`src/hdl/cta_pkg.sv`:
```
`timescale 1ns / 1ps
`default_nettype none
// ============================================================================
// cta_pkg: shared types and constants of the circle track associator
// Holds the request and result codes, the configuration register indexes,
// the table entry layout and the command and status bundles that join the
// controller to the datapath.
// ============================================================================
package cta_pkg;

   // Field widths of the transaction payloads.
   localparam int COORD_W   = 14;
   localparam int STEP_W    = 15;
   localparam int VOTES_W   = 8;
   localparam int ACTION_W  = 3;
   localparam int SLOT_W    = 4;
   localparam int CFG_IDX_W = 3;
   localparam int CFG_DAT_W = 15;

   // Votes must exceed this count for a candidate to be used.
   localparam logic [VOTES_W-1:0] VOTE_LIMIT = 8'd15;

   // Request type codes.
   localparam logic REQ_FRAME = 1'b0;
   localparam logic REQ_CAND  = 1'b1;

   // Configuration register indexes.
   localparam logic [CFG_IDX_W-1:0] CFG_FRAME_WIDTH = 3'd0;
   localparam logic [CFG_IDX_W-1:0] CFG_MIN_RADIUS  = 3'd1;
   localparam logic [CFG_IDX_W-1:0] CFG_MAX_RADIUS  = 3'd2;
   localparam logic [CFG_IDX_W-1:0] CFG_MIN_X_STEP  = 3'd3;
   localparam logic [CFG_IDX_W-1:0] CFG_MAX_X_STEP  = 3'd4;
   localparam logic [CFG_IDX_W-1:0] CFG_MAX_Y_DIFF  = 3'd5;
   localparam logic [CFG_IDX_W-1:0] CFG_MAX_R_DIFF  = 3'd6;
   localparam logic [CFG_IDX_W-1:0] CFG_NEW_GAP     = 3'd7;

   // Configuration reset values.
   localparam logic [COORD_W-1:0]       RST_FRAME_WIDTH = 14'd2560;
   localparam logic [COORD_W-1:0]       RST_MIN_RADIUS  = 14'd80;
   localparam logic [COORD_W-1:0]       RST_MAX_RADIUS  = 14'd400;
   localparam logic signed [STEP_W-1:0] RST_MIN_X_STEP  = 15'sd0;
   localparam logic signed [STEP_W-1:0] RST_MAX_X_STEP  = 15'sd400;
   localparam logic [COORD_W-1:0]       RST_MAX_Y_DIFF  = 14'd40;
   localparam logic [COORD_W-1:0]       RST_MAX_R_DIFF  = 14'd40;
   localparam logic signed [STEP_W-1:0] RST_NEW_GAP     = 15'sd400;

   // Result action codes.
   typedef enum logic [ACTION_W-1:0] {
      ACT_REJECT = 3'd0,
      ACT_NEW    = 3'd1,
      ACT_UPDATE = 3'd2,
      ACT_FRAME  = 3'd3,
      ACT_FULL   = 3'd4
   } cta_action_type;

   // One wheel of the track table.
   typedef struct packed {
      logic [COORD_W-1:0] x;
      logic [COORD_W-1:0] y;
      logic [COORD_W-1:0] r;
   } cta_entry_type;

   // Commands from the controller to the datapath.
   typedef struct packed {
      logic           capture;
      logic           clr_marks;
      logic           append;
      logic           rd_last;
      logic           scan_init;
      logic           scan_run;
      logic           update;
      logic           result;
      cta_action_type action;
   } cta_cmd_type;

   // Status from the datapath to the controller.
   typedef struct packed {
      logic is_frame;
      logic qualified;
      logic count_zero;
      logic full;
      logic gap_ok;
      logic hit;
      logic scan_end;
      logic out_free;
   } cta_sts_type;

endpackage
`default_nettype wire

```
`src/hdl/circle_track_associator_top.sv`:
```
`timescale 1ns / 1ps
`default_nettype none
// ============================================================================
// circle_track_associator_top: wheel track table with candidate association
// Top level joining the sequencing controller to the table datapath.
// ============================================================================
// The block takes one request transaction at a time. A frame start or a
// candidate that fails the vote, radius or margin checks goes from the check
// state straight to the done state, as does a candidate appended to an empty
// table. Any other candidate reads the last wheel and, if it is not far
// enough left to be appended, scans the table one entry per cycle through the
// single registered read port of the track memory. The result sits in an
// output register, and the next request is accepted while it waits there.
// The track memory needs no clearing pass after reset.
module circle_track_associator_top #(
   parameter int MAX_TRACKS  = 16,
   parameter int EDGE_MARGIN = 40
) (
   input  wire logic                          clock,
   input  wire logic                          reset,
   input  wire logic                          req_valid,
   output logic                               req_stall,
   input  wire logic                          req_type,
   input  wire logic [cta_pkg::COORD_W-1:0]   req_cand_x,
   input  wire logic [cta_pkg::COORD_W-1:0]   req_cand_y,
   input  wire logic [cta_pkg::COORD_W-1:0]   req_cand_r,
   input  wire logic [cta_pkg::VOTES_W-1:0]   req_votes,
   output logic                               rsp_valid,
   input  wire logic                          rsp_stall,
   output logic [cta_pkg::ACTION_W-1:0]       rsp_action,
   output logic [cta_pkg::SLOT_W-1:0]         rsp_wheel_slot,
   output logic [cta_pkg::COORD_W-1:0]        rsp_x_position,
   input  wire logic                          csr_valid,
   output logic                               csr_ready,
   input  wire logic [cta_pkg::CFG_IDX_W-1:0] csr_index,
   input  wire logic [cta_pkg::CFG_DAT_W-1:0] csr_data
);

   cta_pkg::cta_cmd_type cmd;
   cta_pkg::cta_sts_type sts;

   // Sequencing of each transaction.
   cta_ctrl u_ctrl (
      .clock     (clock),
      .reset     (reset),
      .req_valid (req_valid),
      .req_stall (req_stall),
      .sts       (sts),
      .cmd       (cmd)
   );

   // Table, gates, configuration and result register.
   cta_datapath #(
      .MAX_TRACKS  (MAX_TRACKS),
      .EDGE_MARGIN (EDGE_MARGIN)
   ) u_datapath (
      .clock          (clock),
      .reset          (reset),
      .cmd            (cmd),
      .sts            (sts),
      .req_type       (req_type),
      .req_cand_x     (req_cand_x),
      .req_cand_y     (req_cand_y),
      .req_cand_r     (req_cand_r),
      .req_votes      (req_votes),
      .rsp_valid      (rsp_valid),
      .rsp_stall      (rsp_stall),
      .rsp_action     (rsp_action),
      .rsp_wheel_slot (rsp_wheel_slot),
      .rsp_x_position (rsp_x_position),
      .csr_valid      (csr_valid),
      .csr_ready      (csr_ready),
      .csr_index      (csr_index),
      .csr_data       (csr_data)
   );

endmodule
`default_nettype wire

```
`src/hdl/cta_ctrl.sv`:
```
`timescale 1ns / 1ps
`default_nettype none
// ============================================================================
// cta_ctrl: sequencing controller of the circle track associator
// Accepts one request transaction at a time, steps the datapath through the
// qualification, gap check and table scan, and hands the result over.
// ============================================================================
module cta_ctrl (
   input  wire logic                 clock,
   input  wire logic                 reset,
   input  wire logic                 req_valid,
   output logic                      req_stall,
   input  wire cta_pkg::cta_sts_type sts,
   output cta_pkg::cta_cmd_type      cmd
);

   typedef enum logic [2:0] {
      ST_IDLE,
      ST_CHECK,
      ST_LAST,
      ST_SCAN,
      ST_DONE
   } state_type;

   state_type               state_ff;
   state_type               state_in;
   cta_pkg::cta_action_type act_ff;
   cta_pkg::cta_action_type act_in;

   // A new transaction is taken only while the controller is idle.
   assign req_stall = (state_ff != ST_IDLE);

   // Next state, pending action and datapath commands.
   always_comb begin
      state_in      = state_ff;
      act_in        = act_ff;
      cmd.capture   = 1'b0;
      cmd.clr_marks = 1'b0;
      cmd.append    = 1'b0;
      cmd.rd_last   = 1'b0;
      cmd.scan_init = 1'b0;
      cmd.scan_run  = 1'b0;
      cmd.update    = 1'b0;
      cmd.result    = 1'b0;
      cmd.action    = act_ff;
      unique case (state_ff)
         ST_IDLE: begin
            if (req_valid) begin
               cmd.capture = 1'b1;
               state_in    = ST_CHECK;
            end
         end
         ST_CHECK: begin
            if (sts.is_frame) begin
               cmd.clr_marks = 1'b1;
               act_in        = cta_pkg::ACT_FRAME;
               state_in      = ST_DONE;
            end else if (!sts.qualified) begin
               act_in   = cta_pkg::ACT_REJECT;
               state_in = ST_DONE;
            end else if (sts.count_zero) begin
               cmd.append = 1'b1;
               act_in     = cta_pkg::ACT_NEW;
               state_in   = ST_DONE;
            end else begin
               cmd.rd_last = 1'b1;
               state_in    = ST_LAST;
            end
         end
         ST_LAST: begin
            // The last wheel is now in the read register.
            if (sts.gap_ok) begin
               if (sts.full) begin
                  act_in = cta_pkg::ACT_FULL;
               end else begin
                  cmd.append = 1'b1;
                  act_in     = cta_pkg::ACT_NEW;
               end
               state_in = ST_DONE;
            end else begin
               cmd.scan_init = 1'b1;
               state_in      = ST_SCAN;
            end
         end
         ST_SCAN: begin
            if (sts.hit) begin
               cmd.update = 1'b1;
               act_in     = cta_pkg::ACT_UPDATE;
               state_in   = ST_DONE;
            end else if (sts.scan_end) begin
               act_in   = cta_pkg::ACT_REJECT;
               state_in = ST_DONE;
            end else begin
               cmd.scan_run = 1'b1;
            end
         end
         ST_DONE: begin
            if (sts.out_free) begin
               cmd.result = 1'b1;
               state_in   = ST_IDLE;
            end
         end
         default: begin
            state_in = ST_IDLE;
         end
      endcase
   end

   // State and pending action registers.
   always_ff @(posedge clock) begin
      if (reset) begin
         state_ff <= ST_IDLE;
         act_ff   <= cta_pkg::ACT_REJECT;
      end else begin
         state_ff <= state_in;
         act_ff   <= act_in;
      end
   end

`ifndef NO_ASSERTIONS
   // An accepted transaction holds off the next one in the cycle after acceptance.
   a_busy_after_accept: assert property (@(posedge clock) disable iff (reset)
      (req_valid && !req_stall) |=> req_stall)
      else $error("request accepted twice in a row");

   // A result is only handed over when the output register can take it.
   a_result_when_free: assert property (@(posedge clock) disable iff (reset)
      cmd.result |-> sts.out_free)
      else $error("result loaded into a busy output register");
`endif

endmodule
`default_nettype wire

```
`src/hdl/cta_datapath.sv`:
```
`timescale 1ns / 1ps
`default_nettype none
// ============================================================================
// cta_datapath: track table, gates and result register
// Holds the configuration registers, the captured request, the track memory
// with its single registered read port, the tracked marks, the table fill
// count and the output register of the result channel.
// ============================================================================
module cta_datapath #(
   parameter int MAX_TRACKS  = 16,
   parameter int EDGE_MARGIN = 40
) (
   input  wire logic                                  clock,
   input  wire logic                                  reset,
   input  wire cta_pkg::cta_cmd_type                  cmd,
   output cta_pkg::cta_sts_type                       sts,
   input  wire logic                                  req_type,
   input  wire logic [cta_pkg::COORD_W-1:0]           req_cand_x,
   input  wire logic [cta_pkg::COORD_W-1:0]           req_cand_y,
   input  wire logic [cta_pkg::COORD_W-1:0]           req_cand_r,
   input  wire logic [cta_pkg::VOTES_W-1:0]           req_votes,
   output logic                                       rsp_valid,
   input  wire logic                                  rsp_stall,
   output logic [cta_pkg::ACTION_W-1:0]               rsp_action,
   output logic [cta_pkg::SLOT_W-1:0]                 rsp_wheel_slot,
   output logic [cta_pkg::COORD_W-1:0]                rsp_x_position,
   input  wire logic                                  csr_valid,
   output logic                                       csr_ready,
   input  wire logic [cta_pkg::CFG_IDX_W-1:0]         csr_index,
   input  wire logic [cta_pkg::CFG_DAT_W-1:0]         csr_data
);

   localparam int IDX_W = (MAX_TRACKS > 1) ? $clog2(MAX_TRACKS) : 1;
   localparam int CNT_W = $clog2(MAX_TRACKS + 1);
   localparam logic [CNT_W-1:0] CNT_MAX = CNT_W'(MAX_TRACKS);
   localparam logic [cta_pkg::STEP_W-1:0] EDGE_W = cta_pkg::STEP_W'(EDGE_MARGIN);

   // Configuration registers.
   logic [cta_pkg::COORD_W-1:0]       frame_width_ff;
   logic [cta_pkg::COORD_W-1:0]       min_radius_ff;
   logic [cta_pkg::COORD_W-1:0]       max_radius_ff;
   logic signed [cta_pkg::STEP_W-1:0] min_x_step_ff;
   logic signed [cta_pkg::STEP_W-1:0] max_x_step_ff;
   logic [cta_pkg::COORD_W-1:0]       max_y_diff_ff;
   logic [cta_pkg::COORD_W-1:0]       max_r_diff_ff;
   logic signed [cta_pkg::STEP_W-1:0] new_gap_ff;

   // Captured request.
   logic                        type_ff;
   logic [cta_pkg::COORD_W-1:0] x_ff;
   logic [cta_pkg::COORD_W-1:0] y_ff;
   logic [cta_pkg::COORD_W-1:0] r_ff;
   logic [cta_pkg::VOTES_W-1:0] votes_ff;

   // Track table and scan state.
   cta_pkg::cta_entry_type mem [MAX_TRACKS];
   cta_pkg::cta_entry_type rd_data_ff;
   cta_pkg::cta_entry_type wr_data;
   logic [IDX_W-1:0]       rd_idx_ff;
   logic                   rd_vld_ff;
   logic [MAX_TRACKS-1:0]  mark_ff;
   logic [CNT_W-1:0]       count_ff;
   logic [CNT_W-1:0]       count_m1;
   logic [CNT_W-1:0]       scan_ff;
   logic [IDX_W-1:0]       count_idx;
   logic [IDX_W-1:0]       rd_addr;
   logic [IDX_W-1:0]       wr_addr;
   logic                   rd_en;
   logic                   wr_en;
   logic                   scan_more;
   logic [IDX_W-1:0]       slot_ff;
   logic [IDX_W+cta_pkg::SLOT_W-1:0] slot_wide;

   // Gate arithmetic.
   logic signed [cta_pkg::STEP_W-1:0] gap_diff;
   logic signed [cta_pkg::STEP_W-1:0] x_off;
   logic [cta_pkg::COORD_W-1:0]       y_abs;
   logic [cta_pkg::COORD_W-1:0]       r_abs;
   logic                              qualified;

   // Output register.
   logic                        rsp_valid_ff;
   logic                        rsp_valid_in;
   logic [cta_pkg::ACTION_W-1:0] rsp_action_ff;
   logic [cta_pkg::SLOT_W-1:0]  rsp_slot_ff;
   logic [cta_pkg::COORD_W-1:0] rsp_x_ff;

   // Configuration writes are always taken.
   assign csr_ready = 1'b1;

   always_ff @(posedge clock) begin
      if (reset) begin
         frame_width_ff <= cta_pkg::RST_FRAME_WIDTH;
         min_radius_ff  <= cta_pkg::RST_MIN_RADIUS;
         max_radius_ff  <= cta_pkg::RST_MAX_RADIUS;
         min_x_step_ff  <= cta_pkg::RST_MIN_X_STEP;
         max_x_step_ff  <= cta_pkg::RST_MAX_X_STEP;
         max_y_diff_ff  <= cta_pkg::RST_MAX_Y_DIFF;
         max_r_diff_ff  <= cta_pkg::RST_MAX_R_DIFF;
         new_gap_ff     <= cta_pkg::RST_NEW_GAP;
      end else if (csr_valid) begin
         unique case (csr_index)
            cta_pkg::CFG_FRAME_WIDTH: frame_width_ff <= csr_data[cta_pkg::COORD_W-1:0];
            cta_pkg::CFG_MIN_RADIUS:  min_radius_ff  <= csr_data[cta_pkg::COORD_W-1:0];
            cta_pkg::CFG_MAX_RADIUS:  max_radius_ff  <= csr_data[cta_pkg::COORD_W-1:0];
            cta_pkg::CFG_MIN_X_STEP:  min_x_step_ff  <= $signed(csr_data);
            cta_pkg::CFG_MAX_X_STEP:  max_x_step_ff  <= $signed(csr_data);
            cta_pkg::CFG_MAX_Y_DIFF:  max_y_diff_ff  <= csr_data[cta_pkg::COORD_W-1:0];
            cta_pkg::CFG_MAX_R_DIFF:  max_r_diff_ff  <= csr_data[cta_pkg::COORD_W-1:0];
            cta_pkg::CFG_NEW_GAP:     new_gap_ff     <= $signed(csr_data);
            default: begin
            end
         endcase
      end
   end

   // Capture the request transaction.
   always_ff @(posedge clock) begin
      if (cmd.capture) begin
         type_ff  <= req_type;
         x_ff     <= req_cand_x;
         y_ff     <= req_cand_y;
         r_ff     <= req_cand_r;
         votes_ff <= req_votes;
      end
   end

   // Candidate qualification: votes, radius window and frame margins.
   assign qualified = (votes_ff > cta_pkg::VOTE_LIMIT) &&
                      (r_ff > min_radius_ff) && (r_ff < max_radius_ff) &&
                      ({1'b0, x_ff} > EDGE_W) &&
                      (({1'b0, x_ff} + EDGE_W) < {1'b0, frame_width_ff});

   // Index helpers for the table.
   assign count_m1  = count_ff - 1'b1;
   assign count_idx = count_ff[IDX_W-1:0];
   assign scan_more = (scan_ff < count_ff);

   // Read port: the last wheel for the gap check, or the next scan entry.
   assign rd_en   = cmd.rd_last || (cmd.scan_run && scan_more);
   assign rd_addr = cmd.rd_last ? count_m1[IDX_W-1:0] : scan_ff[IDX_W-1:0];

   // Write port: an appended wheel or an updated one.
   assign wr_en        = cmd.append || cmd.update;
   assign wr_addr      = cmd.append ? count_idx : rd_idx_ff;
   assign wr_data.x    = x_ff;
   assign wr_data.y    = y_ff;
   assign wr_data.r    = r_ff;

   always_ff @(posedge clock) begin
      if (wr_en) begin
         mem[wr_addr] <= wr_data;
      end
   end

   always_ff @(posedge clock) begin
      if (rd_en) begin
         rd_data_ff <= mem[rd_addr];
         rd_idx_ff  <= rd_addr;
      end
   end

   // Scan pointer and valid flag of the read register.
   always_ff @(posedge clock) begin
      if (reset) begin
         scan_ff   <= '0;
         rd_vld_ff <= 1'b0;
      end else if (cmd.scan_init) begin
         scan_ff   <= '0;
         rd_vld_ff <= 1'b0;
      end else if (cmd.scan_run) begin
         rd_vld_ff <= scan_more;
         if (scan_more) begin
            scan_ff <= scan_ff + 1'b1;
         end
      end else if (cmd.rd_last) begin
         rd_vld_ff <= 1'b0;
      end
   end

   // Table fill count.
   always_ff @(posedge clock) begin
      if (reset) begin
         count_ff <= '0;
      end else if (cmd.append) begin
         count_ff <= count_ff + 1'b1;
      end
   end

   // Tracked marks: cleared by a frame start or, for its slot, by an append, set by an update.
   always_ff @(posedge clock) begin
      if (reset) begin
         mark_ff <= '0;
      end else if (cmd.clr_marks) begin
         mark_ff <= '0;
      end else if (cmd.append) begin
         mark_ff[count_idx] <= 1'b0;
      end else if (cmd.update) begin
         mark_ff[rd_idx_ff] <= 1'b1;
      end
   end

   // Slot of the wheel that was appended or updated.
   always_ff @(posedge clock) begin
      if (cmd.append) begin
         slot_ff <= count_idx;
      end else if (cmd.update) begin
         slot_ff <= rd_idx_ff;
      end
   end

   // Gap from the last wheel and the tracking gates.
   assign gap_diff = $signed({1'b0, rd_data_ff.x}) - $signed({1'b0, x_ff});
   assign x_off    = $signed({1'b0, x_ff}) - $signed({1'b0, rd_data_ff.x});
   assign y_abs    = (y_ff > rd_data_ff.y) ? (y_ff - rd_data_ff.y) : (rd_data_ff.y - y_ff);
   assign r_abs    = (r_ff > rd_data_ff.r) ? (r_ff - rd_data_ff.r) : (rd_data_ff.r - r_ff);

   // Status toward the controller.
   assign sts.is_frame   = (type_ff == cta_pkg::REQ_FRAME);
   assign sts.qualified  = qualified;
   assign sts.count_zero = (count_ff == '0);
   assign sts.full       = (count_ff >= CNT_MAX);
   assign sts.gap_ok     = (gap_diff > new_gap_ff);
   assign sts.hit        = rd_vld_ff && !mark_ff[rd_idx_ff] &&
                           (x_off > min_x_step_ff) && (x_off < max_x_step_ff) &&
                           (y_abs < max_y_diff_ff) && (r_abs < max_r_diff_ff);
   assign sts.scan_end   = !rd_vld_ff && (scan_ff == count_ff);
   assign sts.out_free   = !rsp_valid_ff || !rsp_stall;

   // Result output register.
   assign slot_wide = {{cta_pkg::SLOT_W{1'b0}}, slot_ff};

   always_comb begin
      rsp_valid_in = rsp_valid_ff;
      if (cmd.result) begin
         rsp_valid_in = 1'b1;
      end else if (!rsp_stall) begin
         rsp_valid_in = 1'b0;
      end
   end

   always_ff @(posedge clock) begin
      if (reset) begin
         rsp_valid_ff <= 1'b0;
      end else begin
         rsp_valid_ff <= rsp_valid_in;
      end
   end

   always_ff @(posedge clock) begin
      if (cmd.result) begin
         rsp_action_ff <= cmd.action;
         if (cmd.action == cta_pkg::ACT_NEW || cmd.action == cta_pkg::ACT_UPDATE) begin
            rsp_slot_ff <= slot_wide[cta_pkg::SLOT_W-1:0];
            rsp_x_ff    <= x_ff;
         end else begin
            rsp_slot_ff <= '0;
            rsp_x_ff    <= '0;
         end
      end
   end

   assign rsp_valid      = rsp_valid_ff;
   assign rsp_action     = rsp_action_ff;
   assign rsp_wheel_slot = rsp_slot_ff;
   assign rsp_x_position = rsp_x_ff;

`ifndef NO_ASSERTIONS
   // The fill count never passes the table depth.
   a_count_bound: assert property (@(posedge clock) disable iff (reset)
      count_ff <= CNT_MAX)
      else $error("track count beyond table depth");

   // A wheel is appended only while the table has room.
   a_append_room: assert property (@(posedge clock) disable iff (reset)
      cmd.append |-> (count_ff < CNT_MAX))
      else $error("append into a full table");

   // An update targets a valid scanned entry inside the filled table.
   a_update_idx: assert property (@(posedge clock) disable iff (reset)
      cmd.update |-> (rd_vld_ff && (CNT_W'(rd_idx_ff) < count_ff)))
      else $error("update of an entry outside the table");

   // A frame start leaves every wheel untracked.
   a_marks_cleared: assert property (@(posedge clock) disable iff (reset)
      cmd.clr_marks |=> (mark_ff == '0))
      else $error("tracked marks not cleared by frame start");
`endif

endmodule
`default_nettype wire

```
`config.mk`:
```
export PLATFORM = sky130hd
export DESIGN_NAME = circle_track_associator_top
export DESIGN_NICKNAME = d
export VERILOG_FILES = /design/src/hdl/cta_pkg.sv /design/src/hdl/circle_track_associator_top.sv /design/src/hdl/cta_ctrl.sv /design/src/hdl/cta_datapath.sv
export SDC_FILE = /design/constraint.sdc
export NUM_CORES = 1
export LEC_CHECK = 0
export ABC_CLOCK_PERIOD_IN_PS = 10220
export BUFFER_PORTS_ARGS = -buffer_cell sky130_fd_sc_hd__buf_4
export CAP_MARGIN = 25
export CORE_MARGIN = 1.5
export CORE_UTILIZATION = 40
export DETAILED_ROUTE_END_ITERATION = 7
export GPL_TIMING_DRIVEN = 0
export PLACE_DENSITY = 0.59
export SLEW_MARGIN = 20
export SYNTH_ARGS = -nofsm -noshare
export SYNTH_HDL_FRONTEND = slang
export SYNTH_HIERARCHICAL = 1
export SYNTH_SLANG_ARGS = --single-unit
```
`constraint.sdc`:
```
create_clock -name clock -period 10.22 [get_ports clock]
set_clock_uncertainty 0.05 [all_clocks]
set_input_delay 1.022 -clock clock [delete_from_list [all_inputs] [get_ports clock]]
set_output_delay 1.022 -clock clock [all_outputs]
set_load 0.005 [all_outputs]
```
==> flow_metrics.py <==
metrics = {
    "setup_path": {
        "crit_path_frequent_cell": "nor2_1",
        "critPathLaunchType": "flop",
        "critPathMaxFanout": 21,
        "arrival_ns": 9.21,
        "required_ns": 10.56,
        "cpPeakStageDelay_ns": 0.82,
        "r2r_end": "u_datapath/mem[1][13]",
        "cp-end-kind": "flop",
        "crit_slowest_cell": "nor4_1",
        "setup.worst_path.class": "flop to flop",
        "r2r_setup_slack_ns": 1.35,
        "reg2reg_from": "u_datapath/r_ff[0]",
        "r2r_cells": 27,
    },
    "floorplanning": {
        "core_sq_mm": 0.106,
        "die_h_microns": 330,
        "start_util_pct": 40.5,
        "io_pins": 98,
        "die_area_sq_mm": 0.109,
        "dieWidth_microns": 330,
        "num_rows": 119,
    },
    "synth": {
        "synth_cells": 3841,
        "synthMostInstantiatedCell": "nand2_1",
        "synthArstFlopShare_pct": 0,
        "synthTopCellsByCount": "nand2_1, edfxtp_1, a21oi_1",
        "yosys_warnings": 6,
        "ys_ff_latch": 939,
        "syn_nets": 4124,
        "synth_cell_type_count": 76,
        "ys.flop_type": "edfxtp_1",
        "netlist_area_sq_mm": 0.0429,
        "yosysTopAreaCellShare_pct": 55.3,
        "yosysTopAreaCell": "edfxtp_1",
        "yosysSeqAreaShare_pct": 62.3,
        "synthTopCellsByArea": "edfxtp_1, nand2_1, dfxtp_1",
        "synth_edf_count": 790,
        "avgSynthCellArea_sq_um": 11.2,
    },
    "timing": {
        "worstMarginPinSlew_ns": 1.07,
        "period_share_pct": 86.8,
        "fmax_mhz": 113,
        "finalHoldViolations": 0,
        "max-slew-margin-rel_pct": 28.9,
        "finalSetupTns_ns": 0,
        "worst_slack_ns": 1.35,
        "finalSetupViolCount": 0,
        "drv_slew": 0,
        "rsz0062_at_grt": "no",
        "period_minus_slack_ns": 8.87,
    },
    "clock_tree": {
        "clockRootBuffer": "clkbuf_16",
        "postCtsSetupBuffers": 0,
        "cts_hold_buf": 0,
        "cts_buffers": 100,
        "clockBufferDepth": 3,
        "cts_tree": "yes",
        "clk_latency_ns": 0.70,
        "cts.sinks": 939,
        "post_cts_resized": 0,
        "cts_max_level": 3,
        "clk_pin_slew_ns": 0.06,
    },
    "placed_design": {
        "portBuffers": 76,
        "dp_hpwl_mm": 87.6,
        "dpl_cell_area_sq_mm": 0.0461,
        "place_congestion": 0.880,
        "place_worst_setup_slack_ns": 1.39,
    },
    "pwr": {
        "power_density_mw_per_mm2": 166,
        "p_total_w": 0.00820,
        "ir_drop_uv": 145,
        "leakagePower_nw": 17.9,
    },
    "final_layout": {
        "drive_above_1_share_pct": 7.97,
        "final_nets": 4342,
        "final_area_sq_mm": 0.0493,
        "finish.utilization_pct": 46.5,
        "synthToLayoutAreaGrowth_pct": 14.9,
        "antenna_cells": 0,
    },
    "worst_hold_path": {
        "whs_endpoint": "u_datapath/max_x_step_ff[5]",
        "worstHoldPathCells": 2,
        "hp-start": "u_datapath/max_x_step_ff[5]",
        "min_path_type": "flop to flop",
    },
    "global_routing": {
        "grt_pass1_wl_mm": 183,
        "grt_max_degree": 47,
        "grt_overflow": 0,
        "antenna_found_initial": 4,
        "globalRouteTotalUtil_pct": 22.5,
        "grt_pass1_vias": 28900,
    },
    "route": {
        "postRouteAntennaNets": 0,
        "drt_iter0_markers": 2875,
        "via_count": 30100,
        "drtPass1Iterations": 6,
        "vias_per_cell": 5.45,
        "route.detailed.drc": 0,
        "routedWlPerCell_microns": 22.4,
        "finalWirelength_mm": 124,
    },
    "status": {
        "status": "complete, no violations",
    },
    "run": {
        "cap_violations": 0,
    },
}
-- cell type report --
class                      instances  area (sq um)
buffer                           225           901
clock buffer                     122          2620
clock inverter                    62           537
fill                            9624         56600
inverter                         234           878
multi-input combinational       2443         14500
sequential                       939         26700
tap                             1391          1740
timing repair buffer             116          1350
-- where the power goes --
group          switching (W)  internal (W)  total (W)
logic               0.000260      0.000168   0.000428
registers          0.0000791       0.00418    0.00426
clock network        0.00156       0.00196    0.00351
-- flip-flops by register name, indices dropped and copies added, names as in the netlist, 5 cells and up --
name,count
u_datapath/new_gap_ff,15
u_datapath/max_x_step_ff,15
u_datapath/y_ff,14
u_datapath/rd_data_ff,42
u_datapath/mark_ff,16
u_datapath/scan_ff,5
u_datapath/frame_width_ff,14
u_datapath/r_ff,14
u_datapath/mem,672
u_datapath/min_radius_ff,14
u_datapath/max_y_diff_ff,14
u_datapath/rsp_x_position,14
u_datapath/count_ff,5
u_datapath/min_x_step_ff,15
u_datapath/max_radius_ff,14
u_datapath/x_ff,14
u_datapath/max_r_diff_ff,14
-- worst max-delay path by stage --
stage / startpoint / end / cells after the start
2_1_floorplan: u_datapath/r_ff[0] / u_datapath/mem[5][0] / 25
3_3_place_gp: u_datapath/r_ff[0] / u_datapath/mem[15][18] / 25
3_5_place_dp: u_datapath/r_ff[0] / u_datapath/mem[1][17] / 27
4_1_cts: u_datapath/r_ff[0] / u_datapath/mem[1][9] / 27
5_1_grt: u_datapath/r_ff[0] / u_datapath/mem[1][9] / 27
6_report: u_datapath/r_ff[0] / u_datapath/mem[1][13] / 27
-- logic make-up after synthesis --
logic type	count (synthesis)	share of synthesized area [%]
adder cells (fa/ha/maj)	209	6.20
multiplexers	44	1.22
XOR/XNOR	62	1.27
AO/OA/AOI/OAI	643	9.87
flip-flops	939	62.3
AND/OR/NAND/NOR	1484	15.0
other	1	0.00875
buffers and inverters	459	4.15
-- worst max-delay path, delay by kind of cell (launching register included) --
| family | cells | cell delay (ns) |
|---|---|---|
| AND/OR/NAND/NOR | 11 | 3.64 |
| adder cells (fa/ha/maj) | 3 | 0.92 |
| AO/OA/AOI/OAI | 6 | 1.44 |
| buffers and inverters | 5 | 1.22 |
| XOR/XNOR | 1 | 0.23 |
| multiplexers | 1 | 0.26 |
| flip-flops | 1 | 0.73 |
-- cells in the final DEF, fill, tap and decap left out, types with 12 or more instances in the layout --
cell type / n
clkbuf_16: 100
clkbuf_2: 14
dfxtp_1: 149
nand3_1: 188
and3_1: 97
a21oi_1: 255
nor2_4: 17
nor2b_1: 25
a211oi_1: 12
o21ai_0: 49
xor2_1: 19
edfxtp_1: 790
a311oi_1: 129
clkbuf_1: 195
nor2_1: 108
buf_12: 31
a31oi_1: 54
ha_1: 203
buf_4: 80
xnor2_1: 43
mux2i_1: 31
nand2_1: 936
nor3_1: 23
clkinv_1: 22
buf_1: 20
a21o_1: 57
a211o_1: 16
nand4_1: 30
clkinv_2: 23
inv_1: 233
-- stage by stage --
step / hold slack, ns / cells
after floorplan: 0.384 / 3841
after global placement: 0.392 / 5308
after detailed placement: 0.396 / 5345
after CTS: 0.398 / 5529
after global routing: 0.410 / 5532
final: 0.404 / 5532
-- per-layer routing --
metal  up-vias  share of wire [%]  wire, microns  global-route usage [%]
met5         -              0.010             13                       0
met4         2                2.4           3040                    6.36
met1     14800                 44          54500                    31.0
met3       163                6.8           8450                    3.40
met2      1064                 47          58100                    37.0
li1      14100                  -              -                       -
No activity file was read; power rests on OpenSTA's default activity.
